**src/hw/rtl/owms_pkg.sv**
```systemverilog
// ---------------------------------------------------------------------------
// owms_pkg
// shared types and constants for the one-wire master sequencer
// ---------------------------------------------------------------------------
`default_nettype none

package owms_pkg;

  localparam int TIME_W = 10;
  localparam int CFG_W  = 10;
  localparam int IDX_W  = 3;

  localparam logic [1:0] MODE_TICK  = 2'd0;
  localparam logic [1:0] MODE_RESET = 2'd1;
  localparam logic [1:0] MODE_WRITE = 2'd2;
  localparam logic [1:0] MODE_READ  = 2'd3;

  localparam logic [1:0] LN_LOW  = 2'd0;
  localparam logic [1:0] LN_HIGH = 2'd1;
  localparam logic [1:0] LN_FREE = 2'd2;

  localparam logic [IDX_W-1:0] REG_RESET_LOW  = 3'd0;
  localparam logic [IDX_W-1:0] REG_PRES_WAIT  = 3'd1;
  localparam logic [IDX_W-1:0] REG_RESET_TAIL = 3'd2;
  localparam logic [IDX_W-1:0] REG_SLOT_SHORT = 3'd3;
  localparam logic [IDX_W-1:0] REG_SLOT_LONG  = 3'd4;
  localparam logic [IDX_W-1:0] REG_READ_LEAD  = 3'd5;
  localparam logic [IDX_W-1:0] REG_READ_ZTAIL = 3'd6;

  localparam logic [CFG_W-1:0] RST_RESET_LOW  = 10'd700;
  localparam logic [CFG_W-1:0] RST_PRES_WAIT  = 10'd80;
  localparam logic [CFG_W-1:0] RST_RESET_TAIL = 10'd400;
  localparam logic [CFG_W-1:0] RST_SLOT_SHORT = 10'd10;
  localparam logic [CFG_W-1:0] RST_SLOT_LONG  = 10'd80;
  localparam logic [CFG_W-1:0] RST_READ_LEAD  = 10'd50;
  localparam logic [CFG_W-1:0] RST_READ_ZTAIL = 10'd100;

  typedef struct packed {
    logic [1:0] mode;
    logic [7:0] data_byte;
    logic       line_level;
  } in_item_t;

  typedef struct packed {
    logic [1:0] line_state;
    logic       done_res;
    logic       result_bit;
    logic       busy_res;
    logic       rejected;
  } out_item_t;

  // classified word passed from front to back
  typedef struct packed {
    logic       tick;
    logic       cmd_reset;
    logic       cmd_write;
    logic       cmd_read;
    logic [7:0] data_byte;
    logic       line_level;
  } op_t;

  typedef struct packed {
    logic valid;
    logic full;
  } q_status_t;

  typedef enum logic [9:0] {
    PH_IDLE     = 10'b00_0000_0001,
    PH_RST_LOW  = 10'b00_0000_0010,
    PH_RST_WAIT = 10'b00_0000_0100,
    PH_RST_TAIL = 10'b00_0000_1000,
    PH_WR_LOW   = 10'b00_0001_0000,
    PH_WR_HIGH  = 10'b00_0010_0000,
    PH_RD_LEAD  = 10'b00_0100_0000,
    PH_RD_LOW   = 10'b00_1000_0000,
    PH_RD_WAIT  = 10'b01_0000_0000,
    PH_RD_TAIL  = 10'b10_0000_0000
  } phase_t;

endpackage

`default_nettype wire

```
**src/hw/rtl/owms_front.sv**
```systemverilog
// ---------------------------------------------------------------------------
// owms_front
// accepts input words and decodes the mode into a classified word
// ---------------------------------------------------------------------------
`default_nettype none

module owms_front (
  input  wire logic              clk,
  input  wire logic              rst_n,
  input  wire logic              in_valid,
  output logic                   in_stall,
  input  wire owms_pkg::in_item_t in_item,
  output logic                   op_valid,
  input  wire logic              op_stall,
  output owms_pkg::op_t          op
);

  logic          valid_r;
  logic          valid_nxt;
  owms_pkg::op_t op_r;
  owms_pkg::op_t op_nxt;
  logic          take;

  assign in_stall = valid_r && op_stall;
  assign take     = in_valid && !in_stall;

  always_comb begin
    op_nxt            = op_r;
    valid_nxt         = valid_r && op_stall;
    if (take) begin
      valid_nxt            = 1'b1;
      op_nxt.tick          = (in_item.mode == owms_pkg::MODE_TICK);
      op_nxt.cmd_reset     = (in_item.mode == owms_pkg::MODE_RESET);
      op_nxt.cmd_write     = (in_item.mode == owms_pkg::MODE_WRITE);
      op_nxt.cmd_read      = (in_item.mode == owms_pkg::MODE_READ);
      op_nxt.data_byte     = in_item.data_byte;
      op_nxt.line_level    = in_item.line_level;
    end
  end

  always_ff @(posedge clk) begin
    if (!rst_n) begin
      valid_r <= 1'b0;
    end else begin
      valid_r <= valid_nxt;
    end
    op_r <= op_nxt;
  end

  assign op_valid = valid_r;
  assign op       = op_r;

endmodule

`default_nettype wire

```
**src/hw/rtl/owms_queue.sv**
```systemverilog
// ---------------------------------------------------------------------------
// owms_queue
// two-entry queue between the decode front and the sequencer back
// ---------------------------------------------------------------------------
`default_nettype none

module owms_queue (
  input  wire logic              clk,
  input  wire logic              rst_n,
  input  wire logic              push_valid,
  input  wire owms_pkg::op_t     push_op,
  input  wire logic              pop,
  output owms_pkg::q_status_t    status,
  output owms_pkg::op_t          pop_op
);

  owms_pkg::op_t mem [2];
  logic       wr_ptr_r;
  logic       wr_ptr_nxt;
  logic       rd_ptr_r;
  logic       rd_ptr_nxt;
  logic [1:0] cnt_r;
  logic [1:0] cnt_nxt;
  logic       push;
  logic       do_pop;

  assign status.valid = (cnt_r != 2'd0);
  assign status.full  = (cnt_r == 2'd2);
  assign push         = push_valid && !status.full;
  assign do_pop       = pop && status.valid;

  always_comb begin
    wr_ptr_nxt = wr_ptr_r ^ push;
    rd_ptr_nxt = rd_ptr_r ^ do_pop;
    cnt_nxt    = cnt_r + {1'b0, push} - {1'b0, do_pop};
  end

  always_ff @(posedge clk) begin
    if (!rst_n) begin
      wr_ptr_r <= 1'b0;
      rd_ptr_r <= 1'b0;
      cnt_r    <= 2'd0;
    end else begin
      wr_ptr_r <= wr_ptr_nxt;
      rd_ptr_r <= rd_ptr_nxt;
      cnt_r    <= cnt_nxt;
    end
    if (push) begin
      mem[wr_ptr_r] <= push_op;
    end
  end

  assign pop_op = mem[rd_ptr_r];

endmodule

`default_nettype wire

```
**src/hw/rtl/owms_back.sv**
```systemverilog
// ---------------------------------------------------------------------------
// owms_back
// slot timing sequencer, timing registers and result register
// ---------------------------------------------------------------------------
`default_nettype none

module owms_back (
  input  wire logic                           clk,
  input  wire logic                           rst_n,
  input  wire owms_pkg::q_status_t            q_status,
  input  wire owms_pkg::op_t                  q_op,
  output logic                                q_pop,
  input  wire logic                           cfg_valid,
  input  wire logic [owms_pkg::IDX_W-1:0]     cfg_index,
  input  wire logic [owms_pkg::CFG_W-1:0]     cfg_data,
  output logic                                out_valid,
  input  wire logic                           out_stall,
  output owms_pkg::out_item_t                 out_item
);

  logic [owms_pkg::CFG_W-1:0] rst_low_r, pres_wait_r, rst_tail_r;
  logic [owms_pkg::CFG_W-1:0] slot_short_r, slot_long_r, read_lead_r, read_ztail_r;

  owms_pkg::phase_t            phase_r, phase_nxt;
  logic [owms_pkg::TIME_W-1:0] time_r, time_nxt;
  logic [2:0]                  bits_r, bits_nxt;
  logic [7:0]                  shift_r, shift_nxt;
  logic                        sampled_r, sampled_nxt;
  logic [1:0]                  drive_r, drive_nxt;
  logic                        out_valid_r, out_valid_nxt;
  owms_pkg::out_item_t         out_r, out_nxt;
  logic                        done, result, rej;
  logic                        wr_bit;

  assign q_pop = q_status.valid && (!out_valid_r || !out_stall);

  always_ff @(posedge clk) begin
    if (!rst_n) begin
      rst_low_r    <= owms_pkg::RST_RESET_LOW;
      pres_wait_r  <= owms_pkg::RST_PRES_WAIT;
      rst_tail_r   <= owms_pkg::RST_RESET_TAIL;
      slot_short_r <= owms_pkg::RST_SLOT_SHORT;
      slot_long_r  <= owms_pkg::RST_SLOT_LONG;
      read_lead_r  <= owms_pkg::RST_READ_LEAD;
      read_ztail_r <= owms_pkg::RST_READ_ZTAIL;
    end else if (cfg_valid) begin
      case (cfg_index)
        owms_pkg::REG_RESET_LOW:  rst_low_r    <= cfg_data;
        owms_pkg::REG_PRES_WAIT:  pres_wait_r  <= cfg_data;
        owms_pkg::REG_RESET_TAIL: rst_tail_r   <= cfg_data;
        owms_pkg::REG_SLOT_SHORT: slot_short_r <= cfg_data;
        owms_pkg::REG_SLOT_LONG:  slot_long_r  <= cfg_data;
        owms_pkg::REG_READ_LEAD:  read_lead_r  <= cfg_data;
        owms_pkg::REG_READ_ZTAIL: read_ztail_r <= cfg_data;
        default: ;
      endcase
    end
  end

  always_comb begin
    phase_nxt     = phase_r;
    time_nxt      = time_r;
    bits_nxt      = bits_r;
    shift_nxt     = shift_r;
    sampled_nxt   = sampled_r;
    drive_nxt     = drive_r;
    done          = 1'b0;
    result        = 1'b0;
    rej           = 1'b0;
    wr_bit        = 1'b0;
    out_valid_nxt = out_valid_r && out_stall;
    out_nxt       = out_r;
    if (q_pop) begin
      if (!q_op.tick) begin
        if (phase_r != owms_pkg::PH_IDLE) begin
          rej = 1'b1;
        end else if (q_op.cmd_reset) begin
          drive_nxt = owms_pkg::LN_LOW;
          time_nxt  = owms_pkg::TIME_W'(rst_low_r);
          phase_nxt = owms_pkg::PH_RST_LOW;
        end else if (q_op.cmd_write) begin
          shift_nxt = q_op.data_byte;
          bits_nxt  = 3'd7;
          wr_bit    = 1'b1;
        end else begin
          drive_nxt = owms_pkg::LN_HIGH;
          time_nxt  = owms_pkg::TIME_W'(read_lead_r);
          phase_nxt = owms_pkg::PH_RD_LEAD;
        end
      end else if (phase_r != owms_pkg::PH_IDLE) begin
        if (time_r > owms_pkg::TIME_W'(1)) begin
          time_nxt = time_r - owms_pkg::TIME_W'(1);
        end else begin
          time_nxt = '0;
          case (phase_r)
            owms_pkg::PH_RST_LOW: begin
              drive_nxt = owms_pkg::LN_FREE;
              time_nxt  = owms_pkg::TIME_W'(pres_wait_r);
              phase_nxt = owms_pkg::PH_RST_WAIT;
            end
            owms_pkg::PH_RST_WAIT: begin
              sampled_nxt = !q_op.line_level;
              time_nxt    = owms_pkg::TIME_W'(rst_tail_r);
              phase_nxt   = owms_pkg::PH_RST_TAIL;
            end
            owms_pkg::PH_RST_TAIL: begin
              drive_nxt = owms_pkg::LN_HIGH;
              done      = 1'b1;
              result    = sampled_r;
              phase_nxt = owms_pkg::PH_IDLE;
            end
            owms_pkg::PH_WR_LOW: begin
              drive_nxt = owms_pkg::LN_HIGH;
              time_nxt  = owms_pkg::TIME_W'(shift_r[0] ? slot_long_r : slot_short_r);
              phase_nxt = owms_pkg::PH_WR_HIGH;
            end
            owms_pkg::PH_WR_HIGH: begin
              if (bits_r == 3'd0) begin
                done      = 1'b1;
                phase_nxt = owms_pkg::PH_IDLE;
              end else begin
                bits_nxt  = bits_r - 3'd1;
                shift_nxt = {1'b0, shift_r[7:1]};
                wr_bit    = 1'b1;
              end
            end
            owms_pkg::PH_RD_LEAD: begin
              drive_nxt = owms_pkg::LN_LOW;
              time_nxt  = owms_pkg::TIME_W'(slot_short_r);
              phase_nxt = owms_pkg::PH_RD_LOW;
            end
            owms_pkg::PH_RD_LOW: begin
              drive_nxt = owms_pkg::LN_FREE;
              time_nxt  = owms_pkg::TIME_W'(slot_short_r);
              phase_nxt = owms_pkg::PH_RD_WAIT;
            end
            owms_pkg::PH_RD_WAIT: begin
              sampled_nxt = q_op.line_level;
              if (q_op.line_level) begin
                drive_nxt = owms_pkg::LN_HIGH;
                done      = 1'b1;
                result    = 1'b1;
                phase_nxt = owms_pkg::PH_IDLE;
              end else begin
                time_nxt  = owms_pkg::TIME_W'(read_ztail_r);
                phase_nxt = owms_pkg::PH_RD_TAIL;
              end
            end
            owms_pkg::PH_RD_TAIL: begin
              drive_nxt = owms_pkg::LN_HIGH;
              done      = 1'b1;
              phase_nxt = owms_pkg::PH_IDLE;
            end
            default: phase_nxt = owms_pkg::PH_IDLE;
          endcase
        end
      end
      // first low part of a write bit, length set by the bit value
      if (wr_bit) begin
        drive_nxt = owms_pkg::LN_LOW;
        time_nxt  = owms_pkg::TIME_W'(shift_nxt[0] ? slot_short_r : slot_long_r);
        phase_nxt = owms_pkg::PH_WR_LOW;
      end
      out_valid_nxt      = 1'b1;
      out_nxt.line_state = drive_nxt;
      out_nxt.done_res   = done;
      out_nxt.result_bit = result;
      out_nxt.busy_res   = (phase_nxt != owms_pkg::PH_IDLE);
      out_nxt.rejected   = rej;
    end
  end

  always_ff @(posedge clk) begin
    if (!rst_n) begin
      phase_r     <= owms_pkg::PH_IDLE;
      time_r      <= '0;
      bits_r      <= 3'd0;
      shift_r     <= 8'd0;
      sampled_r   <= 1'b0;
      drive_r     <= owms_pkg::LN_HIGH;
      out_valid_r <= 1'b0;
    end else begin
      phase_r     <= phase_nxt;
      time_r      <= time_nxt;
      bits_r      <= bits_nxt;
      shift_r     <= shift_nxt;
      sampled_r   <= sampled_nxt;
      drive_r     <= drive_nxt;
      out_valid_r <= out_valid_nxt;
    end
    out_r <= out_nxt;
  end

  assign out_valid = out_valid_r;
  assign out_item  = out_r;

  a_rej_busy: assert property (@(posedge clk) disable iff (!rst_n)
    (out_valid_r && out_r.rejected) |-> (out_r.busy_res && !out_r.done_res))
    else $error("rejected word without a running command");

  a_done_idle: assert property (@(posedge clk) disable iff (!rst_n)
    (out_valid_r && out_r.done_res) |->
      (!out_r.busy_res && out_r.line_state == owms_pkg::LN_HIGH))
    else $error("completion with bus not idle high");

  a_result_done: assert property (@(posedge clk) disable iff (!rst_n)
    (out_valid_r && out_r.result_bit) |-> out_r.done_res)
    else $error("result bit outside a completion");

  a_wr_low: assert property (@(posedge clk) disable iff (!rst_n)
    (phase_r == owms_pkg::PH_WR_LOW || phase_r == owms_pkg::PH_RD_LOW ||
     phase_r == owms_pkg::PH_RST_LOW) |-> (drive_r == owms_pkg::LN_LOW))
    else $error("low phase without line driven low");

endmodule

`default_nettype wire

```
**src/hw/rtl/one_wire_master_sequencer_unit.sv**
```systemverilog
// ---------------------------------------------------------------------------
// one_wire_master_sequencer_unit
// one-wire bus master: reset with presence detect, byte write, bit read
// ---------------------------------------------------------------------------
// Takes one word per clock while the queue is not full, and returns exactly
// one result word for every word taken. A word is either a command or a
// tick carrying the sampled bus level; the result gives the line drive state
// after it, and done with the result bit on the tick that ends a command. A
// word passes through the decode register, the two-entry queue and the
// sequencer that writes the result register; the queue lets a stalled result
// side not hold the input side at once. Timing registers are written
// through the cfg port, which is always ready and should only be used while
// no command runs.
`default_nettype none

module one_wire_master_sequencer_unit (
  input  wire logic                       clk,
  input  wire logic                       rst_n,
  input  wire logic                       in_valid,
  output logic                            in_stall,
  input  wire owms_pkg::in_item_t         in_item,
  output logic                            out_valid,
  input  wire logic                       out_stall,
  output owms_pkg::out_item_t             out_item,
  input  wire logic                       cfg_valid,
  output logic                            cfg_ready,
  input  wire logic [owms_pkg::IDX_W-1:0] cfg_index,
  input  wire logic [owms_pkg::CFG_W-1:0] cfg_data
);

  logic                 op_valid;
  owms_pkg::op_t        op;
  owms_pkg::q_status_t  q_status;
  owms_pkg::op_t        q_op;
  logic                 q_pop;

  assign cfg_ready = 1'b1;

  owms_front u_front (
    .clk      (clk),
    .rst_n    (rst_n),
    .in_valid (in_valid),
    .in_stall (in_stall),
    .in_item  (in_item),
    .op_valid (op_valid),
    .op_stall (q_status.full),
    .op       (op)
  );

  owms_queue u_queue (
    .clk        (clk),
    .rst_n      (rst_n),
    .push_valid (op_valid),
    .push_op    (op),
    .pop        (q_pop),
    .status     (q_status),
    .pop_op     (q_op)
  );

  owms_back u_back (
    .clk       (clk),
    .rst_n     (rst_n),
    .q_status  (q_status),
    .q_op      (q_op),
    .q_pop     (q_pop),
    .cfg_valid (cfg_valid && cfg_ready),
    .cfg_index (cfg_index),
    .cfg_data  (cfg_data),
    .out_valid (out_valid),
    .out_stall (out_stall),
    .out_item  (out_item)
  );

endmodule

`default_nettype wire

```
**config.mk**
```make
export PLATFORM = sky130hd
export DESIGN_NAME = one_wire_master_sequencer_unit
export DESIGN_NICKNAME = d
export VERILOG_FILES = /design/src/hw/rtl/owms_pkg.sv /design/src/hw/rtl/owms_front.sv /design/src/hw/rtl/owms_queue.sv /design/src/hw/rtl/owms_back.sv /design/src/hw/rtl/one_wire_master_sequencer_unit.sv
export SDC_FILE = /design/constraint.sdc
export NUM_CORES = 1
export LEC_CHECK = 0
export ABC_AREA = 0
export BUFFER_PORTS_ARGS = -buffer_cell sky130_fd_sc_hd__buf_4
export CORE_UTILIZATION = 30
export DETAILED_ROUTE_END_ITERATION = 8
export PLACE_DENSITY = 0.55
export SETUP_SLACK_MARGIN = 0.3
export SLEW_MARGIN = 20
export SYNTH_ARGS = -nofsm -noshare
export SYNTH_HDL_FRONTEND = slang
export SYNTH_SLANG_ARGS = --single-unit
```
**constraint.sdc**
```tcl
create_clock -name clk -period 2.9 [get_ports clk]
set_clock_uncertainty 0.2 [all_clocks]
set_input_delay 0 -clock clk [delete_from_list [all_inputs] [get_ports clk]]
set_output_delay 0 -clock clk [all_outputs]
set_load 0.005 [all_outputs]
```
==> reports/qor.csv <==
metric;value;unit
grt_max_degree;59;
synth_cell_types;75;
startpoint_type;flip-flop;
maxSlewViolCount;0;
wl_per_cell;17.1;µm
holdWs;92.7;ps
start_util;30.5;%
grt_pass1_wl;34300;µm
grt_overflow;0;
rows;57;
fp.dieH;159;µm
yosysTopAreaCellShare;30.0;%
min_path_type;input pin to flip-flop;
clk_pin_slew;70;ps
area_growth;33.1;%
yosys.area.top_type;dfxtp_1;
worst_pin_slew;850;ps
ys_warn_count;0;
track_usage;17.2;%
syn_area;7400;µm²
clk_latency;430;ps
cp.arrival;2850;ps
path_cells;or4_4 -> nor4_4 -> buf_6 -> buf_12 -> clkbuf_16 -> a222oi_1 -> a31oi_2 -> a221oi_2 -> o221ai_1;
wl;21900;µm
grt_pass1_vias;6126;
path_max_fanout;9;
synth_flop_cell;dfxtp_1;
cts_max_level;4;
gp_congestion;0.900;
crit_type;flip-flop to flip-flop;
die_x;159;µm
firstDrtPassIters;5;
cp_slowest_cell;a222oi_1;
synth-seq-cells;153;
irDropWorstVdd;0.441;mV
pwr_density_cell;838;nW/µm²
syn_nets;858;
dp.final_hpwl;14600;µm
power;0.00826;W
ioPinCount;38;
status;completed;
async_flop_share;0;%
layout.nets;977;
cts.sinks;153;
comb_power_share;41.6;%
netlist_instances;819;
post-route-drc-count;0;
yosys-top-cells-area;dfxtp_1 (30%), edfxtp_1 (17%), nand2_1 (9.5%);
timing.fmax;0.363;GHz
p_leak;3.75;nW
worstSetupEndpointType;flip-flop;
synth_edf_count;42;
clock_path_buffers;2;
slowest_delay;650;ps
vias_per_cell;5.15;
post-route-period-util;95.1;%
yosysSeqAreaShare;47.1;%
cp_data_required_time;3000;ps
drive_gt1_share;24.0;%
p_int;0.00516;W
clock-root-buffer;clkbuf_16;
cts_tree;built;
antenna_found_initial;0;
tns;0;ps
drv_cap;0;
avgSynthCellArea;9.04;µm²
switching_share;37.5;%
setup_viol;0;
p_clk_share;25.5;%
initialDrtViolationCount;503;
num_vias;6561;
relSlewSlack;43.1;%
report.final.hold_viol_count;0;
numCtsBuffers;17;
fin_crit;2760;ps
dp_slack;12.6;ps
design.core.area;24200;µm²
setup_slack;144;ps
p_seq_share;32.8;%
postRouteAntennaNets;0;
die_area;25300;µm²
rsz0062_at_grt;yes;
num_antenna_cells;0;
switchingPower;0.00310;W
stdcell_area;9850;µm²
io_buffers;36;
dpl_cell_area;8270;µm²
[per-layer routing]
metal | GRT usage (%) | share of wire, % | vias up | wire (µm)
met3 | 2.53 | 4.5 | 35 | 986
met4 | 7.52 | 2.4 | 0 | 532
met2 | 26.4 | 46 | 188 | 10100
met5 | 0 | 0 | - | 0
li1 | - | - | 3188 | -
met1 | 24.0 | 47 | 3150 | 10300
[metrics by stage]
stage	cells	utilization [%]
after global placement	1175	34.1
after floorplan	819	-
after detailed placement	1175	34.1
after global routing	1275	40.6
after CTS	1258	38.8
final	1275	40.6
[cell type report]
type	instances	area, µm²
inverters	11	46.3
well taps	324	405
fillers	2427	14400
clock inverters	12	88.8
clock buffers	20	468
multi-input cells	609	4080
repair buffers	146	1250
flip-flops and latches	153	3510
[registers in the layout, indices dropped and copies added (netlist names), 3 cells and up, named ones only]
name / cells
u_back.read_lead_r: 10
u_back.pres_wait_r: 10
u_back.shift_r: 8
u_back.rst_tail_r: 10
u_back.rst_low_r: 10
u_back.slot_long_r: 10
u_queue.mem: 24
u_back.bits_r: 3
u_back.out_item: 6
u_back.phase_r: 10
u_back.slot_short_r: 10
u_front.op: 12
u_back.time_r: 10
u_back.read_ztail_r: 10
[cells in the final DEF, fill, tap and decap left out, drive strengths merged, types with 10 or more instances in the layout]
cell type	netlist	layout
a21boi	55	55
a21oi	16	16
buf	13	112
clkbuf	34	21
dfxtp	111	111
dlygate4sd3	0	33
edfxtp	42	42
ha	10	10
inv	10	16
mux2i	27	27
nand2	189	190
nand3	51	51
nor2	38	38
nor2b	21	21
nor3	15	15
nor4	15	15
o211a	10	10
o21ai	15	15
[what timing repair did]
item	CTS	global route
hold endpoints to repair	126	0
buffers inserted	18	15
hold buffers	33	0
resized for setup	34	60
setup endpoints to repair	26	29
gates cloned	0	2
pin swaps	10	33
[Yosys cell counts, types with 10 or more instances]
cell      count
o211a_1      10
clkbuf_1     34
nand3_1      51
edfxtp_1     42
mux2i_1      27
ha_1         10
nor4_1       12
dfxtp_1     111
inv_1        10
a21oi_1      16
nor2_1       38
a21boi_0     54
nor3_1       14
nor2b_1      21
nand2_1     188
[power groups by stage]
stage / Sequential (W) / Combinational (W) / Clock (W)
2_1_floorplan: 0.00264 / 0.00185 / 0
3_3_place_gp: 0.00271 / 0.00270 / 0
3_5_place_dp: 0.00272 / 0.00268 / 0
4_1_cts: 0.00268 / 0.00298 / 0.00216
5_1_grt: 0.00274 / 0.00368 / 0.00225
6_report: 0.00271 / 0.00344 / 0.00211
[worst max-delay path, delay by kind of cell (launching register included)]
kind	cells	cell delay [ps]
AO/OA/AOI/OAI	4	1250
flip-flops	1	480
buffers and inverters	3	400
AND/OR/NAND/NOR	2	290
[worst paths after layout]
kind	slack (ps)	cells after the start	to	from
max	140	9	u_back.time_r[1]$_SDFFE_PN0P_	u_back.phase_r[7]$_SDFFE_PN0P_
min	90	2	u_front.op[8]$_DFFE_PP_	in_item[8]
max reg2reg	140	9	u_back.time_r[1]$_SDFFE_PN0P_	u_back.phase_r[7]$_SDFFE_PN0P_
min reg2reg	240	0	u_queue.mem[0][6]$_DFFE_PP_	u_front.op[6]$_DFFE_PP_
[cell families after synthesis]
group           synth area share, %
compound gates                 17.1
xor+xnor                       1.30
fa+ha+maj                      1.69
buf+inv                        3.43
flops                          47.1
mux                            4.41
other cells                  0.0507
simple gates                   24.9
(Power assumes the default switching activity.)
